## src/design/fcd_pkg.sv

```systemverilog
`timescale 1ns / 1ps
// Package for the circular-delay FIR filter: payload widths, request codes,
// Q1.15 limits and the sequencer state type. Depends on nothing.
package fcd_pkg;

	localparam int VALUE_W = 16;
	localparam int INDEX_W = 5;
	localparam int FRAC_W  = 15;

	localparam logic signed [VALUE_W-1:0] Q_MAX = 16'sh7FFF;
	localparam logic signed [VALUE_W-1:0] Q_MIN = 16'sh8000;

	localparam logic REQ_SAMPLE = 1'b0;
	localparam logic REQ_COEF   = 1'b1;

	typedef enum logic [3:0] {
		ST_IDLE  = 4'b0001,
		ST_RUN   = 4'b0010,
		ST_DRAIN = 4'b0100,
		ST_DONE  = 4'b1000
	} state_t;

endpackage

```

## src/design/fcd_req_if.sv

```systemverilog
`timescale 1ns / 1ps
// Request channel of the FIR filter: valid/ready plus sample or coefficient.
// Depends on fcd_pkg for payload widths.
interface fcd_req_if;
	logic                                 valid;
	logic                                 ready;
	logic                                 req_type;
	logic [fcd_pkg::INDEX_W-1:0]          tap_index;
	logic signed [fcd_pkg::VALUE_W-1:0]   value;

	modport source (output valid, req_type, tap_index, value, input ready);
	modport sink   (input valid, req_type, tap_index, value, output ready);
endinterface

```

## src/design/fcd_res_if.sv

```systemverilog
`timescale 1ns / 1ps
// Result channel of the FIR filter: valid/ready plus filtered output and flag.
// Depends on fcd_pkg for payload widths.
interface fcd_res_if;
	logic                                 valid;
	logic                                 ready;
	logic signed [fcd_pkg::VALUE_W-1:0]   filtered;
	logic                                 saturated;

	modport source (output valid, filtered, saturated, input ready);
	modport sink   (input valid, filtered, saturated, output ready);
endinterface

```

## src/design/fcd_ram.sv

```systemverilog
`timescale 1ns / 1ps
// Generic single-write, single-read RAM with registered read data.
// Stand-alone; used for the sample line and the coefficient table.
module fcd_ram #(
	parameter int WIDTH = 16,
	parameter int DEPTH = 21
) (
	input  logic                     clk,
	input  logic                     we,
	input  logic [$clog2(DEPTH)-1:0] waddr,
	input  logic [WIDTH-1:0]         wdata,
	input  logic                     re,
	input  logic [$clog2(DEPTH)-1:0] raddr,
	output logic [WIDTH-1:0]         rdata
);

	logic [WIDTH-1:0] mem_q [DEPTH];
	logic [WIDTH-1:0] rdata_q;

	// write port
	always_ff @(posedge clk) begin
		if (we) begin
			mem_q[waddr] <= wdata;
		end
	end

	// registered read port
	always_ff @(posedge clk) begin
		if (re) begin
			rdata_q <= mem_q[raddr];
		end
	end

	assign rdata = rdata_q;

endmodule

```

## src/design/fir_filter_circular_delay.sv

```systemverilog
`timescale 1ns / 1ps
// FIR filter with a circular delay line and one shared multiply-accumulate.
// Depends on fcd_pkg, fcd_req_if, fcd_res_if and fcd_ram.
//
// Usage:
//   req carries either a Q1.15 sample (req_type = sample) or a coefficient
//   write (req_type = coefficient, tap_index selects the tap; an index at or
//   beyond TAPS is dropped). A transfer happens when valid and ready are high.
//   A coefficient write gives no result. A sample is written to the delay
//   line, then the multiply-accumulate walks the delay line from oldest to
//   newest sample, the read and multiply stages drain, and the result is
//   loaded into the output register, which raises res.valid. req.ready is
//   high only while the sequencer is idle, so a new sample is taken only
//   after the last result has been loaded into the output register; this
//   follows from the single multiplier and the single read port per RAM.
//   res holds one result in an output register; a new sample may be taken
//   while it waits, and the next result waits in the final state until the
//   receiver frees the register.
//   Reset (arst_n low) clears the delay line and coefficients to zero through
//   per-entry valid bits, the write pointer and all control state; the block
//   is ready in the first cycle after reset.
module fir_filter_circular_delay #(
	parameter int TAPS = 21
) (
	input  logic         clk,
	input  logic         arst_n,
	fcd_req_if.sink      req,
	fcd_res_if.source    res
);

	localparam int AW     = $clog2(TAPS);
	localparam int PROD_W = 2 * fcd_pkg::VALUE_W;
	localparam int ACC_W  = PROD_W + $clog2(TAPS);
	localparam int IDX_W  = 9;
	localparam int TOP_B  = 2 * fcd_pkg::FRAC_W;

	fcd_pkg::state_t state_q;

	logic [AW-1:0]   wp_q;
	logic [AW-1:0]   pos_q;
	logic [AW-1:0]   cnt_q;
	logic [TAPS-1:0] smp_vld_q;
	logic [TAPS-1:0] tap_vld_q;

	logic            in_fire;
	logic            is_sample;
	logic            coef_ok;
	logic [AW-1:0]   tap_addr;
	logic [AW-1:0]   wp_inc;
	logic [AW-1:0]   pos_inc;
	logic            cnt_last;
	logic            issue;

	logic [fcd_pkg::VALUE_W-1:0] smp_rd;
	logic [fcd_pkg::VALUE_W-1:0] tap_rd;

	logic                     rd_vld_s1;
	logic                     smp_ok_s1;
	logic                     tap_ok_s1;
	logic                     mul_vld_s2;
	logic signed [PROD_W-1:0] prod_s2;
	logic signed [ACC_W-1:0]  acc_q;

	logic                               sat_hi;
	logic                               sat_lo;
	logic signed [fcd_pkg::VALUE_W-1:0] filt_d;
	logic                               load_out;
	logic                               out_vld_q;
	logic signed [fcd_pkg::VALUE_W-1:0] filt_q;
	logic                               sat_q;

	// request decode
	assign req.ready = (state_q == fcd_pkg::ST_IDLE);
	assign in_fire   = req.valid && req.ready;
	assign is_sample = (req.req_type == fcd_pkg::REQ_SAMPLE);
	assign coef_ok   = IDX_W'(req.tap_index) < IDX_W'(TAPS);
	assign tap_addr  = AW'(IDX_W'(req.tap_index));

	// circular pointer arithmetic
	assign wp_inc   = (wp_q == AW'(TAPS - 1)) ? '0 : wp_q + 1'b1;
	assign pos_inc  = (pos_q == AW'(TAPS - 1)) ? '0 : pos_q + 1'b1;
	assign cnt_last = (cnt_q == AW'(TAPS - 1));
	assign issue    = (state_q == fcd_pkg::ST_RUN);

	// delay line and coefficient storage
	fcd_ram #(.WIDTH(fcd_pkg::VALUE_W), .DEPTH(TAPS)) u_smp_ram (
		.clk   (clk),
		.we    (in_fire && is_sample),
		.waddr (wp_q),
		.wdata (req.value),
		.re    (issue),
		.raddr (pos_q),
		.rdata (smp_rd)
	);

	fcd_ram #(.WIDTH(fcd_pkg::VALUE_W), .DEPTH(TAPS)) u_tap_ram (
		.clk   (clk),
		.we    (in_fire && !is_sample && coef_ok),
		.waddr (tap_addr),
		.wdata (req.value),
		.re    (issue),
		.raddr (cnt_q),
		.rdata (tap_rd)
	);

	// valid bits: an entry never written reads as zero
	always_ff @(posedge clk or negedge arst_n) begin
		if (!arst_n) begin
			smp_vld_q <= '0;
			tap_vld_q <= '0;
		end else if (in_fire) begin
			if (is_sample) begin
				smp_vld_q[wp_q] <= 1'b1;
			end else if (coef_ok) begin
				tap_vld_q[tap_addr] <= 1'b1;
			end
		end
	end

	// sequencer
	always_ff @(posedge clk or negedge arst_n) begin
		if (!arst_n) begin
			state_q <= fcd_pkg::ST_IDLE;
			wp_q    <= '0;
			pos_q   <= '0;
			cnt_q   <= '0;
		end else begin
			unique case (state_q)
				fcd_pkg::ST_IDLE: begin
					if (in_fire && is_sample) begin
						wp_q    <= wp_inc;
						pos_q   <= wp_inc;
						cnt_q   <= '0;
						state_q <= fcd_pkg::ST_RUN;
					end
				end
				fcd_pkg::ST_RUN: begin
					pos_q <= pos_inc;
					cnt_q <= cnt_q + 1'b1;
					if (cnt_last) begin
						state_q <= fcd_pkg::ST_DRAIN;
					end
				end
				fcd_pkg::ST_DRAIN: begin
					if (!rd_vld_s1 && !mul_vld_s2) begin
						state_q <= fcd_pkg::ST_DONE;
					end
				end
				fcd_pkg::ST_DONE: begin
					if (load_out) begin
						state_q <= fcd_pkg::ST_IDLE;
					end
				end
				default: begin
					state_q <= fcd_pkg::ST_IDLE;
				end
			endcase
		end
	end

	// stage 1: flags follow the RAM read
	always_ff @(posedge clk or negedge arst_n) begin
		if (!arst_n) begin
			rd_vld_s1  <= 1'b0;
			mul_vld_s2 <= 1'b0;
		end else begin
			rd_vld_s1  <= issue;
			mul_vld_s2 <= rd_vld_s1;
		end
	end

	always_ff @(posedge clk) begin
		smp_ok_s1 <= smp_vld_q[pos_q];
		tap_ok_s1 <= tap_vld_q[cnt_q];
	end

	// stage 2: shared multiplier, zero for entries never written
	always_ff @(posedge clk) begin
		if (smp_ok_s1 && tap_ok_s1) begin
			prod_s2 <= $signed(smp_rd) * $signed(tap_rd);
		end else begin
			prod_s2 <= '0;
		end
	end

	// accumulate; clear on each new sample
	always_ff @(posedge clk) begin
		if (in_fire && is_sample) begin
			acc_q <= '0;
		end else if (mul_vld_s2) begin
			acc_q <= acc_q + ACC_W'(prod_s2);
		end
	end

	// floor shift by FRAC_W and saturate to Q1.15
	assign sat_hi = !acc_q[ACC_W-1] && (|acc_q[ACC_W-2:TOP_B]);
	assign sat_lo = acc_q[ACC_W-1] && !(&acc_q[ACC_W-2:TOP_B]);
	always_comb begin
		if (sat_hi) begin
			filt_d = fcd_pkg::Q_MAX;
		end else if (sat_lo) begin
			filt_d = fcd_pkg::Q_MIN;
		end else begin
			filt_d = acc_q[TOP_B:fcd_pkg::FRAC_W];
		end
	end

	// output register: load when free or being drained this cycle
	assign load_out = (state_q == fcd_pkg::ST_DONE) && (!out_vld_q || res.ready);

	always_ff @(posedge clk or negedge arst_n) begin
		if (!arst_n) begin
			out_vld_q <= 1'b0;
		end else if (load_out) begin
			out_vld_q <= 1'b1;
		end else if (res.ready) begin
			out_vld_q <= 1'b0;
		end
	end

	always_ff @(posedge clk) begin
		if (load_out) begin
			filt_q <= filt_d;
			sat_q  <= sat_hi || sat_lo;
		end
	end

	assign res.valid     = out_vld_q;
	assign res.filtered  = filt_q;
	assign res.saturated = sat_q;

endmodule

```

## src/flat_wrapper.sv

```systemverilog
// flat-port wrapper written by rule: the top's interface ports become plain ports
module fir_filter_circular_delay_flat 
#(
	parameter int TAPS = 21
)
  (clk, arst_n, req_valid, req_req_type, req_tap_index, req_value, req_ready, res_valid, res_filtered, res_saturated, res_ready);
  fcd_req_if req_i ();
  fcd_res_if res_i ();
  input  logic clk;
  input  logic arst_n;
  input wire logic [$bits(req_i.valid)-1:0] req_valid;
  input wire logic [$bits(req_i.req_type)-1:0] req_req_type;
  input wire logic [$bits(req_i.tap_index)-1:0] req_tap_index;
  input wire logic [$bits(req_i.value)-1:0] req_value;
  output wire logic [$bits(req_i.ready)-1:0] req_ready;
  output wire logic [$bits(res_i.valid)-1:0] res_valid;
  output wire logic [$bits(res_i.filtered)-1:0] res_filtered;
  output wire logic [$bits(res_i.saturated)-1:0] res_saturated;
  input wire logic [$bits(res_i.ready)-1:0] res_ready;
  assign req_i.valid = req_valid;
  assign req_i.req_type = req_req_type;
  assign req_i.tap_index = req_tap_index;
  assign req_i.value = req_value;
  assign req_ready = req_i.ready;
  assign res_valid = res_i.valid;
  assign res_filtered = res_i.filtered;
  assign res_saturated = res_i.saturated;
  assign res_i.ready = res_ready;
  fir_filter_circular_delay #(.TAPS(TAPS)) u_core (.clk(clk), .arst_n(arst_n), .req(req_i), .res(res_i));
endmodule
```

## config.mk

```make
export PLATFORM = sky130hd
export DESIGN_NAME = fir_filter_circular_delay_flat
export DESIGN_NICKNAME = d
export VERILOG_FILES = /design/src/design/fcd_pkg.sv /design/src/design/fcd_req_if.sv /design/src/design/fcd_res_if.sv /design/src/design/fcd_ram.sv /design/src/design/fir_filter_circular_delay.sv /design/src/flat_wrapper.sv
export SDC_FILE = /design/constraint.sdc
export NUM_CORES = 2
export LEC_CHECK = 0
export BUFFER_PORTS_ARGS = -buffer_cell sky130_fd_sc_hd__buf_2
export CAP_MARGIN = 40
export CORE_MARGIN = 2
export CORE_UTILIZATION = 25
export DETAILED_ROUTE_END_ITERATION = 10
export GPL_ROUTABILITY_DRIVEN = 1
export GPL_TIMING_DRIVEN = 0
export PLACE_DENSITY = 0.38
export SYNTH_ARGS = -nofsm -noshare
export SYNTH_HDL_FRONTEND = slang
export SYNTH_HIERARCHICAL = 1
export SYNTH_SLANG_ARGS = --single-unit
```

## constraint.sdc

```tcl
create_clock -name clk -period 5.61 [get_ports clk]
set_input_delay 0.561 -clock clk [delete_from_list [all_inputs] [get_ports clk]]
set_output_delay 0.561 -clock clk [all_outputs]
set_load 0.005 [all_outputs]
```

==> summary.txt <==
Synth Net Count = 3719
Core area = 0.1784 mm^2
CTS root buffer = clkbuf_16
DR vias = 26836
# fillers = 17996
Area delta synth->final = 21.36%
Crit share post-route = 1.080
Nets@finish = 4058
Synthesis-stage register bit count = 856
Chip Height = 427.6 um
Clock Skews = 0.03245 ns
Die Span X = 427.6 um
WP data required = 6.22 ns
Die area = 0.1829 mm^2
First-pass GRT wire length = 194900 um
Crit end category = flip-flop
Final setup fails = 15
Avg Cell Area, Syn = 13.58 um^2
Unrepaired setup endpoints after global routing = true
Wirelength per Cell = 21.60 um
FP Rows = 155
I/O pin count = 45
Worst slew pin tran = 0.8786 ns
GRT overflow = 0
Crit path time final = 6.057 ns
Worst Hold Class = in2reg
Slew margin rel. = 0.4060
Total CTS buffers = 99
Fin worst setup slack = -0.4472 ns
Main flop type after synthesis = edfxtp_1
Clock tree buffer depth = 3
Final wirelength = 131400 um
IO Port Bufs = 44
Mapped Area = 0.04486 mm^2
Clock latency on the worst-skew pair = 0.71 ns
Detailed Routing Iterations Pass 1 = 5
Vias per cell = 4.412
CTS tree = done
CP Max Fanout = 5
Multi-input logic area = 0.01894 mm^2
Async S/R FF share, synth = 0.07477
Ys Warns = 6
Post-synthesis cell count = 3304
Failing checks = negative setup slack
Routability Congestion = 0.8035
Pre-CTS WS = -1.762 ns
Layout cells sized above 1 = 0.1971
Clock sink count = 856
Startpoint types = flip-flop
Sequential share of the synthesized area = 0.5500
Max_cap viols = 0
Initial antenna violation count = 6
Run status = finished, violations left
Starting density of the core = 0.2515
Clk slew on worst S/H paths = 0.07 ns
CP Class = reg2reg
GRT Overall Usage = 0.1451
Max Slew Vio Count = 0
DP HPWL = 95580 um
1st-iter DRT viols = 1733
CP arrival = 6.66 ns
Max Clk Rate = 165.1 MHz
Seq. cell area = 0.02467 mm^2
Largest net degree at the start of global routing = 43
Antenna Nets Post-Route = 0
Distinct cells, synth = 88
Hold Fails Final Rpt = 0
Post-synth EDFFs = 721
CTS H-tree depth = 3
Vias in the first global route = 28384
Number of remaining DRC errors = 0
==> worst max-delay path, stage by stage, from the launching register on <==
cell and delay, ns:
edfxtp_1 0.50, clkbuf_8 0.20, and2_1 0.17, fa_1 0.51, fa_1 0.58, fa_1 0.47
fa_1 0.52, fa_1 0.51, inv_2 0.05, fa_2 0.58, inv_2 0.06, ha_4 0.26
or2_4 0.24, a21oi_4 0.16, o31ai_4 0.09, a31oi_4 0.19, o21ai_2 0.10, nand2_2 0.10
a21oi_2 0.07, or3_4 0.39, a21oi_4 0.21
==> path summary, 6_finish.rpt <==
path	cells past startpoint	end	slack, ns	from
hold reg to reg	0	u_core/mul_vld_s2$_DFF_PN0_	0.38	u_core/rd_vld_s1$_DFF_PN0_
setup / recovery	20	u_core/prod_s2[31]$_SDFF_PN0_	-0.45	u_core/u_tap_ram/rdata[13]$_DFFE_PP_
hold / removal	1	u_core/u_tap_ram/mem_q[17][15]$_DFFE_PP_	0.14	req_value[15]
min in group asynchronous	2	u_core/tap_vld_q[8]$_DFFE_PN0P_	0.33	arst_n
max in group asynchronous	3	u_core/state_q[0]$_DFFE_PN1P_	4.69	arst_n
setup reg to reg	20	u_core/prod_s2[31]$_SDFF_PN0_	-0.45	u_core/u_tap_ram/rdata[13]$_DFFE_PP_
==> sequential cells by signal, summed over array words and instances, names as in the netlist, 4 cells and up <==
signal,count
u_core/state_q,4
u_core/smp_vld_q,21
u_core/acc_q,37
u_core/u_smp_ram/rdata,16
u_core/u_smp_ram/mem_q,336
u_core/tap_vld_q,21
u_core/u_tap_ram/mem_q,336
u_core/cnt_q,5
u_core/u_tap_ram/rdata,16
u_core/wp_q,5
u_core/prod_s2,32
u_core/res.filtered,16
u_core/pos_q,5
==> synthesized netlist by cell type, types with 6 or more instances <==
library cell  count  area share
a211oi_1         13      0.0022
a21o_1           72       0.012
a21oi_1          51      0.0057
a22oi_1          97       0.016
a31oi_1          10      0.0014
a41o_1            6      0.0013
and2_1          132       0.018
and3_1           12      0.0017
buf_1             7     0.00059
buf_2            11      0.0012
buf_4            16      0.0027
buf_6            16      0.0040
clkbuf_1         91      0.0076
dfrtp_1          63       0.035
dfxtp_1          71       0.032
edfxtp_1        721        0.48
fa_1            263        0.12
ha_1            126       0.035
inv_1           307       0.026
mux2_2           34      0.0085
mux2i_1         281       0.063
mux4_1           12      0.0070
mux4_2           32       0.016
nand2_1         280       0.023
nand2b_1         12      0.0017
nand3_1          92       0.010
nand3b_1          7      0.0012
nand4_1          44      0.0061
nor2_1          147       0.012
nor2b_1          14      0.0020
nor3_1           18      0.0020
nor3b_1          11      0.0018
o211ai_1          7      0.0012
o21a_1            8      0.0013
o21ai_0          43      0.0048
o21ai_1          13      0.0015
or3_1             8      0.0011
xnor2_1          33      0.0064
xor2_1           29      0.0057
==> metal layers <==
metal  routed length [um]  GRT usage  vias up
li1                     -          -    12478
met1                60440     0.1949    13837
met2                63980     0.2455      378
met3                 4396    0.02312      141
met4                 2530    0.03205        2
met5                   13          0        -
==> what timing repair did <==
action	4_1_cts	5_1_grt
hold endpoints to repair	25	0
cloned	1	0
buffers inserted	93	34
pin swaps	67	72
resized for setup	180	90
endpoints found under the setup margin	22	17
hold buffers	1	0
==> cells by family after synthesis <==
family | synth area share
DFF | 0.5500
and+or+nand+nor | 0.08715
buffers and inverters | 0.04412
adders and majority gates | 0.1525
AOI/OAI and AO/OA | 0.05982
muxes | 0.09432
xor gates and xnor gates | 0.01210
==> cell type report <==
class	instances	area share
tap	2355	0.05412
buffer	144	0.01972
sequential	856	0.4532
multi-input combinational	1992	0.3479
inverter	308	0.02128
clock inverter	60	0.009973
clock buffer	122	0.04842
timing repair buffer	242	0.04527
antenna	3	0.0001379
==> layout by cell type (no fill, tap or decap), drive strengths merged, types with 29 or more instances in the layout <==
cell    instances
nand4          44
o21ai          60
inv           313
a21oi          54
fa            263
nor2          147
dfrtp          63
and2          132
mux2i         281
ha            126
mux4           44
clkbuf        204
a21o           76
nand2         280
xor2           29
clkinv         46
a22oi          97
buf           302
xnor2          33
nand3          92
dfxtp          71
mux2           34
edfxtp        721
==> per-stage QoR <==
step	cell area (um^2)	hold WS [ns]	cells	util	setup TNS, ns
6_report	54450	0.1356	6082	0.3052	-3.228
5_1_grt	54440	0.08011	6079	0.3051	-6.372
4_1_cts	53970	0.07229	6051	0.3025	-2.818
3_5_place_dp	49320	0.3813	5774	0.2764	-19.66
3_3_place_gp	48080	0.3841	5703	0.2695	-104.13
2_1_floorplan	44910	0.2654	3304	-	0
Power is not shown: default switching activity piles up to over one toggle a cycle in this logic, so the estimate is an artifact.
